$ cat src/design/ipgw_pkg.sv
// shared types and constants of the ip-in-ip tunnel gateway mapper
`default_nettype none

package ipgw_pkg;

  localparam int unsigned ADDR_W  = 32;
  localparam int unsigned LEN_W   = 16;
  localparam int unsigned STRIP_W = 6;
  localparam int unsigned SUM_W   = 19;

  localparam logic [15:0] VER_IHL_TOS  = 16'h4500;
  localparam logic [7:0]  OUTER_TTL    = 8'd250;
  localparam logic [7:0]  OUTER_PROTO  = 8'd4;
  localparam logic [15:0] OUTER_HDR_LEN = 16'd20;

  typedef enum logic [1:0] {
    ACT_DECAP = 2'd0,
    ACT_ENCAP = 2'd1,
    ACT_DROP  = 2'd2
  } action_e;

  typedef enum logic [2:0] {
    ST_IDLE,
    ST_SCAN,
    ST_LEARN,
    ST_CSUM,
    ST_DONE
  } state_e;

  // controller to datapath
  typedef struct packed {
    logic capture;
    logic scan_en;
    logic learn_wr;
    logic csum_en;
    logic load_res;
  } dp_cmd_t;

  // datapath to controller
  typedef struct packed {
    logic kind;
    logic scan_done;
    logic scan_hit;
    logic res_free;
  } dp_status_t;

endpackage

`default_nettype wire

$ cat src/design/ipgw_req_if.sv
// request channel: one packet descriptor per request
`default_nettype none

interface ipgw_req_if;
  logic                          valid;
  logic                          ready;
  logic                          kind;
  logic [ipgw_pkg::ADDR_W-1:0]   outer_source;
  logic [ipgw_pkg::ADDR_W-1:0]   inner_source;
  logic [ipgw_pkg::ADDR_W-1:0]   destination;
  logic [ipgw_pkg::STRIP_W-1:0]  outer_header_bytes;
  logic [ipgw_pkg::LEN_W-1:0]    packet_length;

  modport source (
    output valid, kind, outer_source, inner_source, destination,
           outer_header_bytes, packet_length,
    input  ready
  );

  modport sink (
    input  valid, kind, outer_source, inner_source, destination,
           outer_header_bytes, packet_length,
    output ready
  );
endinterface

`default_nettype wire

$ cat src/design/ipgw_res_if.sv
// result channel: one forwarding decision per request
`default_nettype none

interface ipgw_res_if;
  logic                          valid;
  logic                          ready;
  logic [1:0]                    action;
  logic [ipgw_pkg::STRIP_W-1:0]  strip_bytes;
  logic [ipgw_pkg::ADDR_W-1:0]   outer_destination;
  logic [ipgw_pkg::LEN_W-1:0]    total_length;
  logic [15:0]                   identification;
  logic [15:0]                   header_checksum;

  modport source (
    output valid, action, strip_bytes, outer_destination, total_length,
           identification, header_checksum,
    input  ready
  );

  modport sink (
    input  valid, action, strip_bytes, outer_destination, total_length,
           identification, header_checksum,
    output ready
  );
endinterface

`default_nettype wire

$ cat src/design/ipgw_ctrl.sv
// controller state machine of the tunnel gateway mapper
`default_nettype none

module ipgw_ctrl (
  input  wire                    clk_i,
  input  wire                    rst_ni,
  input  wire                    req_valid_i,
  output logic                   req_ready_o,
  input  ipgw_pkg::dp_status_t   status_i,
  output ipgw_pkg::dp_cmd_t      cmd_o
);
  import ipgw_pkg::*;

  state_e state_q, state_d;

  always_ff @(posedge clk_i or negedge rst_ni) begin
    if (!rst_ni) begin
      state_q <= ST_IDLE;
    end else begin
      state_q <= state_d;
    end
  end

  // next state
  always_comb begin
    state_d = state_q;
    unique case (state_q)
      ST_IDLE: begin
        if (req_valid_i) state_d = ST_SCAN;
      end
      ST_SCAN: begin
        if (status_i.scan_done) begin
          if (!status_i.kind)         state_d = ST_LEARN;
          else if (status_i.scan_hit) state_d = ST_CSUM;
          else                        state_d = ST_DONE;
        end
      end
      ST_LEARN: state_d = ST_DONE;
      ST_CSUM:  state_d = ST_DONE;
      ST_DONE: begin
        if (status_i.res_free) state_d = ST_IDLE;
      end
      default: state_d = ST_IDLE;
    endcase
  end

  // outputs
  always_comb begin
    cmd_o       = '0;
    req_ready_o = 1'b0;
    unique case (state_q)
      ST_IDLE: begin
        req_ready_o   = 1'b1;
        cmd_o.capture = req_valid_i;
      end
      ST_SCAN:  cmd_o.scan_en  = 1'b1;
      ST_LEARN: cmd_o.learn_wr = 1'b1;
      ST_CSUM:  cmd_o.csum_en  = 1'b1;
      ST_DONE:  cmd_o.load_res = status_i.res_free;
      default: begin
        cmd_o       = '0;
        req_ready_o = 1'b0;
      end
    endcase
  end

endmodule

`default_nettype wire

$ cat src/design/ipgw_dp.sv
// datapath: gateway table memories, table walk, header checksum, result register
`default_nettype none

module ipgw_dp #(
  parameter int unsigned TABLE_ENTRIES = 64
) (
  input  wire                              clk_i,
  input  wire                              rst_ni,
  input  ipgw_pkg::dp_cmd_t                cmd_i,
  output ipgw_pkg::dp_status_t             status_o,
  input  wire                              cfg_we_i,
  input  wire [ipgw_pkg::ADDR_W-1:0]       cfg_wdata_i,
  input  wire                              kind_i,
  input  wire [ipgw_pkg::ADDR_W-1:0]       outer_source_i,
  input  wire [ipgw_pkg::ADDR_W-1:0]       inner_source_i,
  input  wire [ipgw_pkg::ADDR_W-1:0]       destination_i,
  input  wire [ipgw_pkg::STRIP_W-1:0]      outer_header_bytes_i,
  input  wire [ipgw_pkg::LEN_W-1:0]        packet_length_i,
  output logic                             res_valid_o,
  input  wire                              res_ready_i,
  output logic [1:0]                       action_o,
  output logic [ipgw_pkg::STRIP_W-1:0]     strip_bytes_o,
  output logic [ipgw_pkg::ADDR_W-1:0]      outer_destination_o,
  output logic [ipgw_pkg::LEN_W-1:0]       total_length_o,
  output logic [15:0]                      identification_o,
  output logic [15:0]                      header_checksum_o
);
  import ipgw_pkg::*;

  localparam int unsigned IDX_W  = (TABLE_ENTRIES > 1) ? $clog2(TABLE_ENTRIES) : 1;
  localparam int unsigned FILL_W = $clog2(TABLE_ENTRIES + 1);
  localparam logic [FILL_W-1:0] FILL_MAX = FILL_W'(TABLE_ENTRIES);
  localparam logic [IDX_W-1:0]  IDX_LAST = IDX_W'(TABLE_ENTRIES - 1);

  // table memories
  logic [ADDR_W-1:0] key_mem [TABLE_ENTRIES];
  logic [ADDR_W-1:0] gw_mem  [TABLE_ENTRIES];

  // captured request
  logic                kind_q;
  logic [ADDR_W-1:0]   key_q;
  logic [ADDR_W-1:0]   gw_in_q;
  logic [STRIP_W-1:0]  strip_q;
  logic [LEN_W-1:0]    plen_q;

  // config and persistent state
  logic [ADDR_W-1:0]   tsa_q;
  logic [15:0]         ident_q, ident_d;
  logic [FILL_W-1:0]   fill_q, fill_d;
  logic [IDX_W-1:0]    rp_q, rp_d;

  // table walk
  logic [FILL_W-1:0]   issue_q, issue_d;
  logic                rd_valid_q, rd_valid_d;
  logic [IDX_W-1:0]    rd_idx_q;
  logic [ADDR_W-1:0]   key_rd_q;
  logic [ADDR_W-1:0]   gw_rd_q;
  logic                hit_q, hit_d;
  logic [IDX_W-1:0]    hit_idx_q;
  logic [ADDR_W-1:0]   hit_gw_q;
  logic                rd_issue;
  logic                match;

  // checksum
  logic [SUM_W-1:0]    sum_q;
  logic [LEN_W-1:0]    tot_len;
  logic [16:0]         fold1;
  logic [15:0]         fold2;

  // result register
  logic                res_valid_q, res_valid_d;

  logic [IDX_W-1:0]    slot;

  assign rd_issue = cmd_i.scan_en && !hit_q && (issue_q < fill_q);
  assign match    = rd_valid_q && (key_rd_q == key_q);

  assign status_o.kind      = kind_q;
  assign status_o.scan_hit  = hit_q;
  assign status_o.scan_done = hit_q || (!(issue_q < fill_q) && !rd_valid_q);
  assign status_o.res_free  = !res_valid_q || res_ready_i;

  // entries fill from index zero and are never dropped, so the fill count marks validity
  always_comb begin
    if (hit_q)                 slot = hit_idx_q;
    else if (fill_q < FILL_MAX) slot = fill_q[IDX_W-1:0];
    else                       slot = rp_q;
  end

  always_comb begin
    issue_d    = issue_q;
    rd_valid_d = 1'b0;
    hit_d      = hit_q;
    fill_d     = fill_q;
    rp_d       = rp_q;
    ident_d    = ident_q;
    if (cmd_i.capture) begin
      issue_d = '0;
      hit_d   = 1'b0;
    end else if (cmd_i.scan_en) begin
      if (rd_issue) begin
        issue_d    = issue_q + FILL_W'(1);
        rd_valid_d = 1'b1;
      end
      if (match) hit_d = 1'b1;
    end
    if (cmd_i.learn_wr && !hit_q) begin
      if (fill_q < FILL_MAX) begin
        fill_d = fill_q + FILL_W'(1);
      end else begin
        rp_d = (rp_q == IDX_LAST) ? '0 : rp_q + IDX_W'(1);
      end
    end
    if (cmd_i.load_res && kind_q && hit_q) ident_d = ident_q + 16'd1;
  end

  always_ff @(posedge clk_i or negedge rst_ni) begin
    if (!rst_ni) begin
      tsa_q       <= '0;
      ident_q     <= '0;
      fill_q      <= '0;
      rp_q        <= '0;
      issue_q     <= '0;
      rd_valid_q  <= 1'b0;
      hit_q       <= 1'b0;
      res_valid_q <= 1'b0;
    end else begin
      if (cfg_we_i) tsa_q <= cfg_wdata_i;
      ident_q     <= ident_d;
      fill_q      <= fill_d;
      rp_q        <= rp_d;
      issue_q     <= issue_d;
      rd_valid_q  <= rd_valid_d;
      hit_q       <= hit_d;
      res_valid_q <= res_valid_d;
    end
  end

  // request capture and hit record
  always_ff @(posedge clk_i) begin
    if (cmd_i.capture) begin
      kind_q  <= kind_i;
      key_q   <= kind_i ? destination_i : inner_source_i;
      gw_in_q <= outer_source_i;
      strip_q <= outer_header_bytes_i;
      plen_q  <= packet_length_i;
    end
    if (cmd_i.scan_en && match && !hit_q) begin
      hit_idx_q <= rd_idx_q;
      hit_gw_q  <= gw_rd_q;
    end
  end

  // memory ports
  always_ff @(posedge clk_i) begin
    if (cmd_i.learn_wr) begin
      key_mem[slot] <= key_q;
      gw_mem[slot]  <= gw_in_q;
    end
    if (rd_issue) begin
      key_rd_q <= key_mem[issue_q[IDX_W-1:0]];
      gw_rd_q  <= gw_mem[issue_q[IDX_W-1:0]];
      rd_idx_q <= issue_q[IDX_W-1:0];
    end
  end

  // header sum over the ten 16-bit words, zero words left out
  assign tot_len = plen_q + OUTER_HDR_LEN;

  always_ff @(posedge clk_i) begin
    if (cmd_i.csum_en) begin
      sum_q <= SUM_W'(VER_IHL_TOS) + SUM_W'(tot_len) + SUM_W'(ident_q)
             + SUM_W'({OUTER_TTL, OUTER_PROTO})
             + SUM_W'(tsa_q[31:16]) + SUM_W'(tsa_q[15:0])
             + SUM_W'(hit_gw_q[31:16]) + SUM_W'(hit_gw_q[15:0]);
    end
  end

  // end-around carry, two folds are enough for a 19-bit sum
  assign fold1 = {1'b0, sum_q[15:0]} + 17'(sum_q[SUM_W-1:16]);
  assign fold2 = fold1[15:0] + 16'(fold1[16]);

  always_comb begin
    res_valid_d = res_valid_q;
    if (cmd_i.load_res)   res_valid_d = 1'b1;
    else if (res_ready_i) res_valid_d = 1'b0;
  end

  always_ff @(posedge clk_i) begin
    if (cmd_i.load_res) begin
      action_o            <= ACT_DROP;
      strip_bytes_o       <= '0;
      outer_destination_o <= '0;
      total_length_o      <= '0;
      identification_o    <= '0;
      header_checksum_o   <= '0;
      if (!kind_q) begin
        action_o      <= ACT_DECAP;
        strip_bytes_o <= strip_q;
      end else if (hit_q) begin
        action_o            <= ACT_ENCAP;
        outer_destination_o <= hit_gw_q;
        total_length_o      <= tot_len;
        identification_o    <= ident_q;
        header_checksum_o   <= ~fold2;
      end
    end
  end

  assign res_valid_o = res_valid_q;

endmodule

`default_nettype wire

$ cat src/design/ipip_tunnel_gateway_mapper.sv
// top level of the ip-in-ip tunnel gateway mapper
//
//   channel   dir   handshake          carries
//   req_i     in    valid / ready      packet descriptor (kind, addresses, lengths)
//   res_o     out   valid / ready      action, strip length, outer header fields
//   cfg       in    cfg_we_i only      tunnel source address
//
// one request goes through accept, the table walk (one read issued per cycle
// through the key memory read port, then the compare of the last read, ending
// after the first match), a learn write (kind 0) or checksum step (kind 1 hit),
// then the load into the result register; a kind 1 miss skips the middle step.
// reset clears the fill count, replace pointer, id counter and tunnel source; no
// clearing pass. a result still waiting on res_o holds the load, and the next request
// is taken only after the load.
`default_nettype none

module ipip_tunnel_gateway_mapper #(
  parameter int unsigned TABLE_ENTRIES = 64
) (
  input  wire                         clk_i,
  input  wire                         rst_ni,
  input  wire                         cfg_we_i,
  input  wire [ipgw_pkg::ADDR_W-1:0]  cfg_wdata_i,
  ipgw_req_if.sink                    req_i,
  ipgw_res_if.source                  res_o
);
  import ipgw_pkg::*;

  dp_cmd_t    cmd;
  dp_status_t status;
  logic       req_ready;

  // controller only sequences; all state of the table lives in the datapath
  ipgw_ctrl u_ctrl (
    .clk_i       (clk_i),
    .rst_ni      (rst_ni),
    .req_valid_i (req_i.valid),
    .req_ready_o (req_ready),
    .status_i    (status),
    .cmd_o       (cmd)
  );

  assign req_i.ready = req_ready;

  // table memories, walk, checksum and the result register
  ipgw_dp #(
    .TABLE_ENTRIES (TABLE_ENTRIES)
  ) u_dp (
    .clk_i                (clk_i),
    .rst_ni               (rst_ni),
    .cmd_i                (cmd),
    .status_o             (status),
    .cfg_we_i             (cfg_we_i),
    .cfg_wdata_i          (cfg_wdata_i),
    .kind_i               (req_i.kind),
    .outer_source_i       (req_i.outer_source),
    .inner_source_i       (req_i.inner_source),
    .destination_i        (req_i.destination),
    .outer_header_bytes_i (req_i.outer_header_bytes),
    .packet_length_i      (req_i.packet_length),
    .res_valid_o          (res_o.valid),
    .res_ready_i          (res_o.ready),
    .action_o             (res_o.action),
    .strip_bytes_o        (res_o.strip_bytes),
    .outer_destination_o  (res_o.outer_destination),
    .total_length_o       (res_o.total_length),
    .identification_o     (res_o.identification),
    .header_checksum_o    (res_o.header_checksum)
  );

endmodule

`default_nettype wire

$ cat src/flat_wrapper.sv
// flat-port wrapper written by rule: the top's interface ports become plain ports
module ipip_tunnel_gateway_mapper_flat import ipgw_pkg::*;
#(
  parameter int unsigned TABLE_ENTRIES = 64
)
  (clk_i, rst_ni, cfg_we_i, cfg_wdata_i, req_i_valid, req_i_kind, req_i_outer_source, req_i_inner_source, req_i_destination, req_i_outer_header_bytes, req_i_packet_length, req_i_ready, res_o_valid, res_o_action, res_o_strip_bytes, res_o_outer_destination, res_o_total_length, res_o_identification, res_o_header_checksum, res_o_ready);
  ipgw_req_if req_i_i ();
  ipgw_res_if res_o_i ();
  input  wire clk_i;
  input  wire rst_ni;
  input  wire cfg_we_i;
  input  wire [ipgw_pkg::ADDR_W-1:0] cfg_wdata_i;
  input wire logic [$bits(req_i_i.valid)-1:0] req_i_valid;
  input wire logic [$bits(req_i_i.kind)-1:0] req_i_kind;
  input wire logic [$bits(req_i_i.outer_source)-1:0] req_i_outer_source;
  input wire logic [$bits(req_i_i.inner_source)-1:0] req_i_inner_source;
  input wire logic [$bits(req_i_i.destination)-1:0] req_i_destination;
  input wire logic [$bits(req_i_i.outer_header_bytes)-1:0] req_i_outer_header_bytes;
  input wire logic [$bits(req_i_i.packet_length)-1:0] req_i_packet_length;
  output wire logic [$bits(req_i_i.ready)-1:0] req_i_ready;
  output wire logic [$bits(res_o_i.valid)-1:0] res_o_valid;
  output wire logic [$bits(res_o_i.action)-1:0] res_o_action;
  output wire logic [$bits(res_o_i.strip_bytes)-1:0] res_o_strip_bytes;
  output wire logic [$bits(res_o_i.outer_destination)-1:0] res_o_outer_destination;
  output wire logic [$bits(res_o_i.total_length)-1:0] res_o_total_length;
  output wire logic [$bits(res_o_i.identification)-1:0] res_o_identification;
  output wire logic [$bits(res_o_i.header_checksum)-1:0] res_o_header_checksum;
  input wire logic [$bits(res_o_i.ready)-1:0] res_o_ready;
  assign req_i_i.valid = req_i_valid;
  assign req_i_i.kind = req_i_kind;
  assign req_i_i.outer_source = req_i_outer_source;
  assign req_i_i.inner_source = req_i_inner_source;
  assign req_i_i.destination = req_i_destination;
  assign req_i_i.outer_header_bytes = req_i_outer_header_bytes;
  assign req_i_i.packet_length = req_i_packet_length;
  assign req_i_ready = req_i_i.ready;
  assign res_o_valid = res_o_i.valid;
  assign res_o_action = res_o_i.action;
  assign res_o_strip_bytes = res_o_i.strip_bytes;
  assign res_o_outer_destination = res_o_i.outer_destination;
  assign res_o_total_length = res_o_i.total_length;
  assign res_o_identification = res_o_i.identification;
  assign res_o_header_checksum = res_o_i.header_checksum;
  assign res_o_i.ready = res_o_ready;
  ipip_tunnel_gateway_mapper #(.TABLE_ENTRIES(TABLE_ENTRIES)) u_core (.clk_i(clk_i), .rst_ni(rst_ni), .cfg_we_i(cfg_we_i), .cfg_wdata_i(cfg_wdata_i), .req_i(req_i_i), .res_o(res_o_i));
endmodule
$ cat config.mk
export PLATFORM = sky130hd
export DESIGN_NAME = ipip_tunnel_gateway_mapper_flat
export DESIGN_NICKNAME = d
export VERILOG_FILES = /design/src/design/ipgw_pkg.sv /design/src/design/ipgw_req_if.sv /design/src/design/ipgw_res_if.sv /design/src/design/ipgw_ctrl.sv /design/src/design/ipgw_dp.sv /design/src/design/ipip_tunnel_gateway_mapper.sv /design/src/flat_wrapper.sv
export SDC_FILE = /design/constraint.sdc
export NUM_CORES = 2
export LEC_CHECK = 0
export BUFFER_PORTS_ARGS = -buffer_cell sky130_fd_sc_hd__buf_4
export CAP_MARGIN = 20
export CORE_UTILIZATION = 56
export DETAILED_ROUTE_END_ITERATION = 7
export PLACE_DENSITY = 0.75
export SETUP_SLACK_MARGIN = 0.2
export SLEW_MARGIN = 20
export SYNTH_ARGS = -nofsm -noshare
export SYNTH_HDL_FRONTEND = slang
export SYNTH_SLANG_ARGS = --single-unit
$ cat constraint.sdc
create_clock -name clk_i -period 8.4 [get_ports clk_i]
set_clock_uncertainty 0.15 [all_clocks]
set_input_delay 0.84 -clock clk_i [delete_from_list [all_inputs] [get_ports clk_i]]
set_output_delay 0.84 -clock clk_i [all_outputs]
set_load 0.01 [all_outputs]
* Word level (Yosys, flattened, before mapping)
Memory sizes are Yosys's and may differ from the RTL's. A register that Yosys moved wholly into a read port is not among the register bits. Index checks and enable logic that the tools add are counted.
Word-level totals: memories kept 2, memory bits (writable) 4096, logic and storage cells 110, output and inout port bits 90, register bits 312
Memory list:
- u_core.u_dp.gw_mem | depth 64, bits a word 32, rd ports 1, clocked after Yosys merged registers in 1, write ports 1, RTL line ipgw_dp.sv:37 | logic [ADDR_W-1:0] gw_mem [TABLE_ENTRIES];
- u_core.u_dp.key_mem | depth 64, bits a word 32, rd ports 1, clocked after Yosys merged registers in 1, write ports 1, RTL line ipgw_dp.sv:36 | logic [ADDR_W-1:0] key_mem [TABLE_ENTRIES];
Cells by class: bitwise operators 2, add/subtract/negate cells 14, magnitude comparators 2, reductions and logical operators 27, equality and inequality tests 9, mux-type cells 30
Operators by type and width (number):
- adder 19 x 16 -> 19 bit | 4
- equality test 32 bit | 1
- 2-to-1 mux 32 bit | 1
- 2-to-1 mux 7 bit | 3
- adder 18 x 16 -> 19 bit (second input constant) | 1
- adder 17 x 16 -> 18 bit | 1
- 2-to-1 mux 6 bit | 3
- adder 15 x 16 -> 17 bit (first input constant) | 1
- adder 16 x 3 -> 17 bit | 1
- adder 16 x 1 -> 16 bit | 1
- adder 16 x 1 -> 16 bit (second input constant) | 1
- adder 16 x 5 -> 16 bit (second input constant) | 1
- 2-to-1 mux 1 bit | 16
- inverter 16 bit | 1
- 2-to-1 mux 3 bit | 5
- adder 7 x 1 -> 7 bit (second input constant) | 2
- case mux 3 bit (4 select lines) | 1
- AND reduction 2 bit | 5
- logical AND 1 bit | 9
- nonzero test 2 bit | 4
- < comparator 7 bit | 1
- < comparator 7 bit (second input constant) | 1
- adder 6 x 1 -> 6 bit (second input constant) | 1
- equality test 3 x 2 -> 1 bit (second input constant) | 2
- other kinds (12) | 17

* Logic depth before layout (Yosys ltp)
depth after elaboration 8, gate-level depth with buffers 19

* Cells and area by module
A second synthesis with hierarchy kept.
Unflattened totals: cells, all modules 7066, area total of the unflattened synthesis 172261.5 um^2
By module, submodules not included:
- ipgw_dp | area an instance 172057.5 um^2, times used 1, cells each 7045
- ipgw_ctrl | area an instance 203.9 um^2, times used 1, cells each 21

* Worst setup path before layout
No wires, ideal clock.
kind register to register, start point register u_core.u_ctrl.state_q[0], end point memory u_core.u_dp.gw_mem[60][0], enable pin, stages on the path, launching flop included 5, period minus slack after synthesis 8485 ps, arrival time 7689 ps, slack -85 ps, data required time 7603 ps, setup time 647 ps, cells stage by stage dfrtp_1 -> clkbuf_1 -> nor3b_1 -> nand3_1 -> nor4_1
Between the ends: longest elaborated chain between the ends 4
Ends and longest elaborated chain:
- start: declaration | RTL line ipgw_ctrl.sv:14 | state_e state_q, state_d;
- start signal: assignment | RTL line ipgw_ctrl.sv:20 | state_q <= state_d;
- equality test 3 x 2 -> 1 bit | RTL line ipgw_ctrl.sv:51 | unique case (state_q)
- 2-to-1 mux 1 bit | RTL line ipgw_ctrl.sv:51
- 2-to-1 mux 1 bit | RTL line ipgw_dp.sv:156 | if (cmd_i.learn_wr) begin
- 2-to-1 mux 1 bit (not written as such) | RTL line ipgw_dp.sv:158 | gw_mem[slot] <= gw_in_q;
- end: declaration | RTL line ipgw_dp.sv:37
Every way passes these cells.

* Worst setup path in the final report
start point register u_core.u_dp.plen_q[2], end point register u_core.u_dp.sum_q[15], data pin
Between the ends: longest elaborated chain between the ends 8
Ends and longest elaborated chain:
- start: declaration | RTL line ipgw_dp.sv:44 | logic [LEN_W-1:0] plen_q;
- start signal: assignment | RTL line ipgw_dp.sv:146 | plen_q <= packet_length_i;
- adder 16 x 5 -> 16 bit | RTL line ipgw_dp.sv:168 | assign tot_len = plen_q + OUTER_HDR_LEN;
- net u_core.u_dp.tot_len[3] | RTL line ipgw_dp.sv:66 | logic [LEN_W-1:0] tot_len;
- adder 15 x 16 -> 17 bit | RTL line ipgw_dp.sv:172 | sum_q <= SUM_W'(VER_IHL_TOS) + SUM_W'(tot_len) + SUM_W'(ident_q)
- adder 17 x 16 -> 18 bit | RTL line ipgw_dp.sv:172
- adder 18 x 16 -> 19 bit | RTL line ipgw_dp.sv:173 | + SUM_W'({OUTER_TTL, OUTER_PROTO})
- adder 19 x 16 -> 19 bit (2 in a row) | RTL line ipgw_dp.sv:174 | + SUM_W'(tsa_q[31:16]) + SUM_W'(tsa_q[15:0])
- adder 19 x 16 -> 19 bit (2 in a row) | RTL line ipgw_dp.sv:175 | + SUM_W'(hit_gw_q[31:16]) + SUM_W'(hit_gw_q[15:0]);
- end signal: assignment | RTL line ipgw_dp.sv:172
- end: declaration | RTL line ipgw_dp.sv:65 | logic [SUM_W-1:0] sum_q;
The timed path passes the listed nets, and every way through them passes these cells. A chain may end at the register's enable or synchronous reset.

==> impl_results.md <==
- Die H: 557 um
- Vias in the first global route: 85500
- Number of failing hold endpoints at the final stage: 0
- Leftover overflow at the end of global routing: 0
- Minimum setup slack after placement: 3.06 ns
- Detail Route Antenna Nets: 0
- Number of max-slew violations in the final report: 0
- Total nets after synthesis: 7347
- Clock latency reported for the late side of the worst-skew pair: 1.00 ns
- Unrepaired setup endpoints after global routing: no
- Mean routed wirelength per cell: 38.4 um
- Post-detailed-route via-to-cell ratio: 6.91
- Total of flip-flops plus latches after synthesis: 4472
- Pwr dens: 299 mW/mm^2
- Synth Area in XOR/XNOR: 0.463%
- Area of the die: 0.310 mm^2
- Final routed wirelength across all metal layers: 471 mm
- Number of distinct standard cells referenced by the synthesized netlist: 59
- Antenna violations before repair: 17
- Number of optimization iterations in the first detailed-route pass: 8
- Most common cell after layout, fill and taps aside: edfxtp_1
- Clock-pin slew of the registers on the worst-case setup and hold paths: 0.06 ns
- Cell count after synthesis: 7078
- Async set-reset flop share out of synthesis: 1.65%
- Number of cell rows: 203
- Adder-Cell Fraction of Synth Area: 1.10%
- Worst hold stages: 2
- Data required time of the critical path: 8.93 ns
- Number of setup buffers added after CTS: 0
- Sinks on the clock net: 4472
- Dominant register cell in the synthesized netlist: edfxtp_1
- End of the worst register-to-register path: u_core.u_dp.sum_q[15]$_DFFE_PN_
- Slew at the pin closest to its max-slew limit: 1.22 ns
- Number of buffers created by CTS: 432
- Min setup slack post-route: 3.13 ns
- Starting density of the core: 56.3%
- Post-synthesis sequential area ratio: 77.7%
- Maximum number of pins on one net before global-route repair: 139
- Root buffer cell: clkbuf_16
- Nets: 8057
- Hold Crit Start: req_i_destination[20]
- Cell area after technology mapping: 0.172 mm^2
- Maximum count of clock buffers along a single path: 4
- H-tree level count: 5
- Number of cells traversed by the worst register-to-register path: 15
- Floorplan die width: 557 um
- Via count: 84800
- DR DRC count: 3
- Worst slack on hold paths: 0.0586 ns
- Wire length of the first global-routing pass: 656 mm
- Last weighted congestion value of the routability-driven placer: 0.837
- Number of buffers inserted for hold repair after clock tree synthesis: 133
- Mux contribution to synthesized area: 17.9%
- DPL Wire Length: 227 mm
- Count of final setup violators: 0
- Number of resized instances in the post-cts repair step: 0
- Register-to-register setup slack: 3.13 ns
- Hold Path End: u_core.u_dp.key_q[20]$_DFFE_PP_
- Number of flops mapped to enable cells by yosys: 4398
- Arrival @ worst endpoint: 5.79 ns
- Final core area utilization: 64.2%
- Max-cap check violation count: 0
- R2R Path Start: u_core.u_dp.plen_q[2]$_DFFE_PP_
- Worst min path class: primary input to register
- First DRT Iteration DRCs: 13200
- Share of final-layout standard cells stronger than drive strength 1: 31.7%
- Max-Slew Margin vs Limit: 18.3%
- Synth warn: 0
- Post-layout minimum cycle time: 5.27 ns
- Period utilization: 62.7%
- Run status: finished, violations left
- Largest family of logic cells by synthesized area: multiplexers
- Clock tree from TritonCTS: built
- Relative area change from synthesis to final layout: 14.0%
- Peak supply drop: 0.254 mV
- Leak pwr: 0.0610 uW
- Sum Neg Setup Slack: 0 ns
- # fillers: 18700
- Mean post-synth cell area: 24.3 um^2
- Share of the synthesized area in compound gates (AO/OA/AOI/OAI): 0.523%
- Commonest cells after routing, fill and taps aside: edfxtp_1 (4398), mux4_2 (1342), buf_4 (447), clkbuf_16 (438), dlygate4sd3_1 (133)
- Core area: 0.306 mm^2
- Worst-path fanout max: 4
- Top-level I/O count: 246
- GR Util All Layers: 30.5%
- Critical Path Start Type: register
- Crit path capture type: register
- Total area of multi-input combinational cells: 0.0369 mm^2
- Classification of the worst setup path: register to register
- Buffers on Ports: 245
- Fraction of the mapped netlist area in simple logic gates: 1.12%
- Failing checks: design-rule violations
- Area taken by flip-flops and latches: 0.134 mm^2
- Highest clock rate: 190 MHz
==> registers in the layout, summed over array words and instances (netlist names), 3 cells and up <==
| signal | count |
|---|---|
| u_core.u_dp.strip_bytes_o | 6 |
| u_core.u_dp.header_checksum_o | 16 |
| u_core.u_dp.key_mem | 2048 |
| u_core.u_dp.hit_gw_q | 32 |
| u_core.u_dp.fill_q | 7 |
| u_core.u_dp.sum_q | 19 |
| u_core.u_dp.gw_in_q | 32 |
| u_core.u_dp.gw_mem | 2048 |
| u_core.u_dp.hit_idx_q | 6 |
| u_core.u_dp.key_q | 32 |
| u_core.u_dp.gw_rd_q | 32 |
| u_core.u_dp.tsa_q | 32 |
| u_core.u_dp.identification_o | 16 |
| u_core.u_dp.outer_destination_o | 32 |
| u_core.u_dp.rp_q | 6 |
| u_core.u_dp.plen_q | 16 |
| u_core.u_dp.rd_idx_q | 6 |
| u_core.u_dp.ident_q | 16 |
| u_core.u_dp.issue_q | 7 |
| u_core.u_dp.key_rd_q | 32 |
| u_core.u_dp.strip_q | 6 |
| u_core.u_dp.total_length_o | 16 |
| u_core.u_ctrl.state_q | 3 |
==> kinds of logic after synthesis <==
| family | count (synthesis) |
|---|---|
| XOR/XNOR | 91 |
| flip-flops | 4472 |
| AND/OR/NAND/NOR | 396 |
| buffers and inverters | 464 |
| multiplexers | 1405 |
| AO/OA/AOI/OAI | 137 |
| adder cells (fa/ha/maj) | 113 |
==> power breakdown <==
group	switching (uW)	total [uW]	internal [uW]	leakage (uW)
clock network	8600	20000	11400	0.00704
logic	6540	11900	5360	0.0135
registers	465	26800	26300	0.0405
==> worst max-delay path by stage <==
| stage | start | endpoint | slack [ns] | cells past startpoint |
|---|---|---|---|---|
| finish | u_core.u_dp.plen_q[2]$_DFFE_PP_ | u_core.u_dp.sum_q[15]$_DFFE_PN_ | 3.13 | 15 |
| global route | u_core.u_dp.plen_q[2]$_DFFE_PP_ | u_core.u_dp.sum_q[17]$_DFFE_PN_ | 2.82 | 15 |
| CTS | u_core.u_dp.plen_q[2]$_DFFE_PP_ | u_core.u_dp.sum_q[15]$_DFFE_PN_ | 3.09 | 15 |
| detailed placement | u_core.u_dp.plen_q[2]$_DFFE_PP_ | u_core.u_dp.sum_q[15]$_DFFE_PN_ | 3.06 | 15 |
| global placement | u_core.u_dp.plen_q[2]$_DFFE_PP_ | u_core.u_dp.sum_q[16]$_DFFE_PN_ | 3.08 | 15 |
| floorplan | u_core.u_ctrl.state_q[0]$_DFFE_PN0P_ | u_core.u_dp.gw_mem[58][0]$_DFFE_PP_ | 1.68 | 4 |
==> layer usage <==
metal	up-vias	global-route usage (%)	part of all wire, %
met1	44900	40.7	35
li1	31700	-	-
met2	6914	49.1	49
met3	1243	7.21	12
met4	20	12.5	4.8
met5	-	0	0.028
==> cells in the mapped netlist (4+ instances only) <==
cell type  number  area share (%)
a211oi_1       15           0.065
a21o_1         12           0.052
a21oi_1        28           0.081
a31oi_1         5           0.018
and2_1         11           0.040
and3_1         42            0.15
and4_1          4           0.020
buf_1          38           0.083
buf_2          96            0.28
buf_6           5           0.033
clkbuf_1      198            0.43
dfrtp_1        74             1.1
edfxtp_1     4398              77
fa_1           65            0.76
ha_1           48            0.35
inv_1         124            0.27
mux2_2         46            0.30
mux2i_1        17           0.099
mux4_2       1342              18
nand2_1        85            0.19
nand2b_1       10           0.036
nand3_1        39            0.11
nand4_1        19           0.069
nor2_1        119            0.26
nor2b_1        14           0.051
nor3_1         21           0.061
nor4_1         12           0.044
o211ai_1        6           0.026
o21a_1          5           0.022
o21ai_0        36            0.10
o311ai_0        4           0.020
or2_2           4           0.015
or3_1           4           0.015
xnor2_1        55            0.28
xor2_1         36            0.18
==> through the flow <==
step | std cells | cell area [um^2] | total power, uW
floorplan | 7078 | 172000 | 35400
global placement | 11300 | 180000 | 38700
detailed placement | 11300 | 180000 | 38900
CTS | 12300 | 196000 | 58900
global route | 12300 | 196000 | 60300
finish | 12300 | 196000 | 58700
==> cell type report <==
type,instances,share of cell area (%)
inverters,125,0.243
clock inverters,261,1.57
flip-flops and latches,4472,68.2
clock buffers,538,5.80
multi-input cells,2142,18.8
well taps,4100,2.61
diodes,11,0.0140
repair buffers,615,2.75
==> worst max-delay path: stages (launching register included) <==
cell       delay [ns]
edfxtp_1         0.50
ha_1             0.41
fa_1             0.51
inv_1            0.06
fa_1             0.50
fa_1             0.50
inv_1            0.05
ha_1             0.27
ha_1             0.22
fa_1             0.46
a21o_1           0.19
a21oi_1          0.29
o2111ai_1        0.26
a31oi_1          0.38
o21a_1           0.17
o311ai_0         0.11
Note: power is estimated with default switching activity, not from simulation.
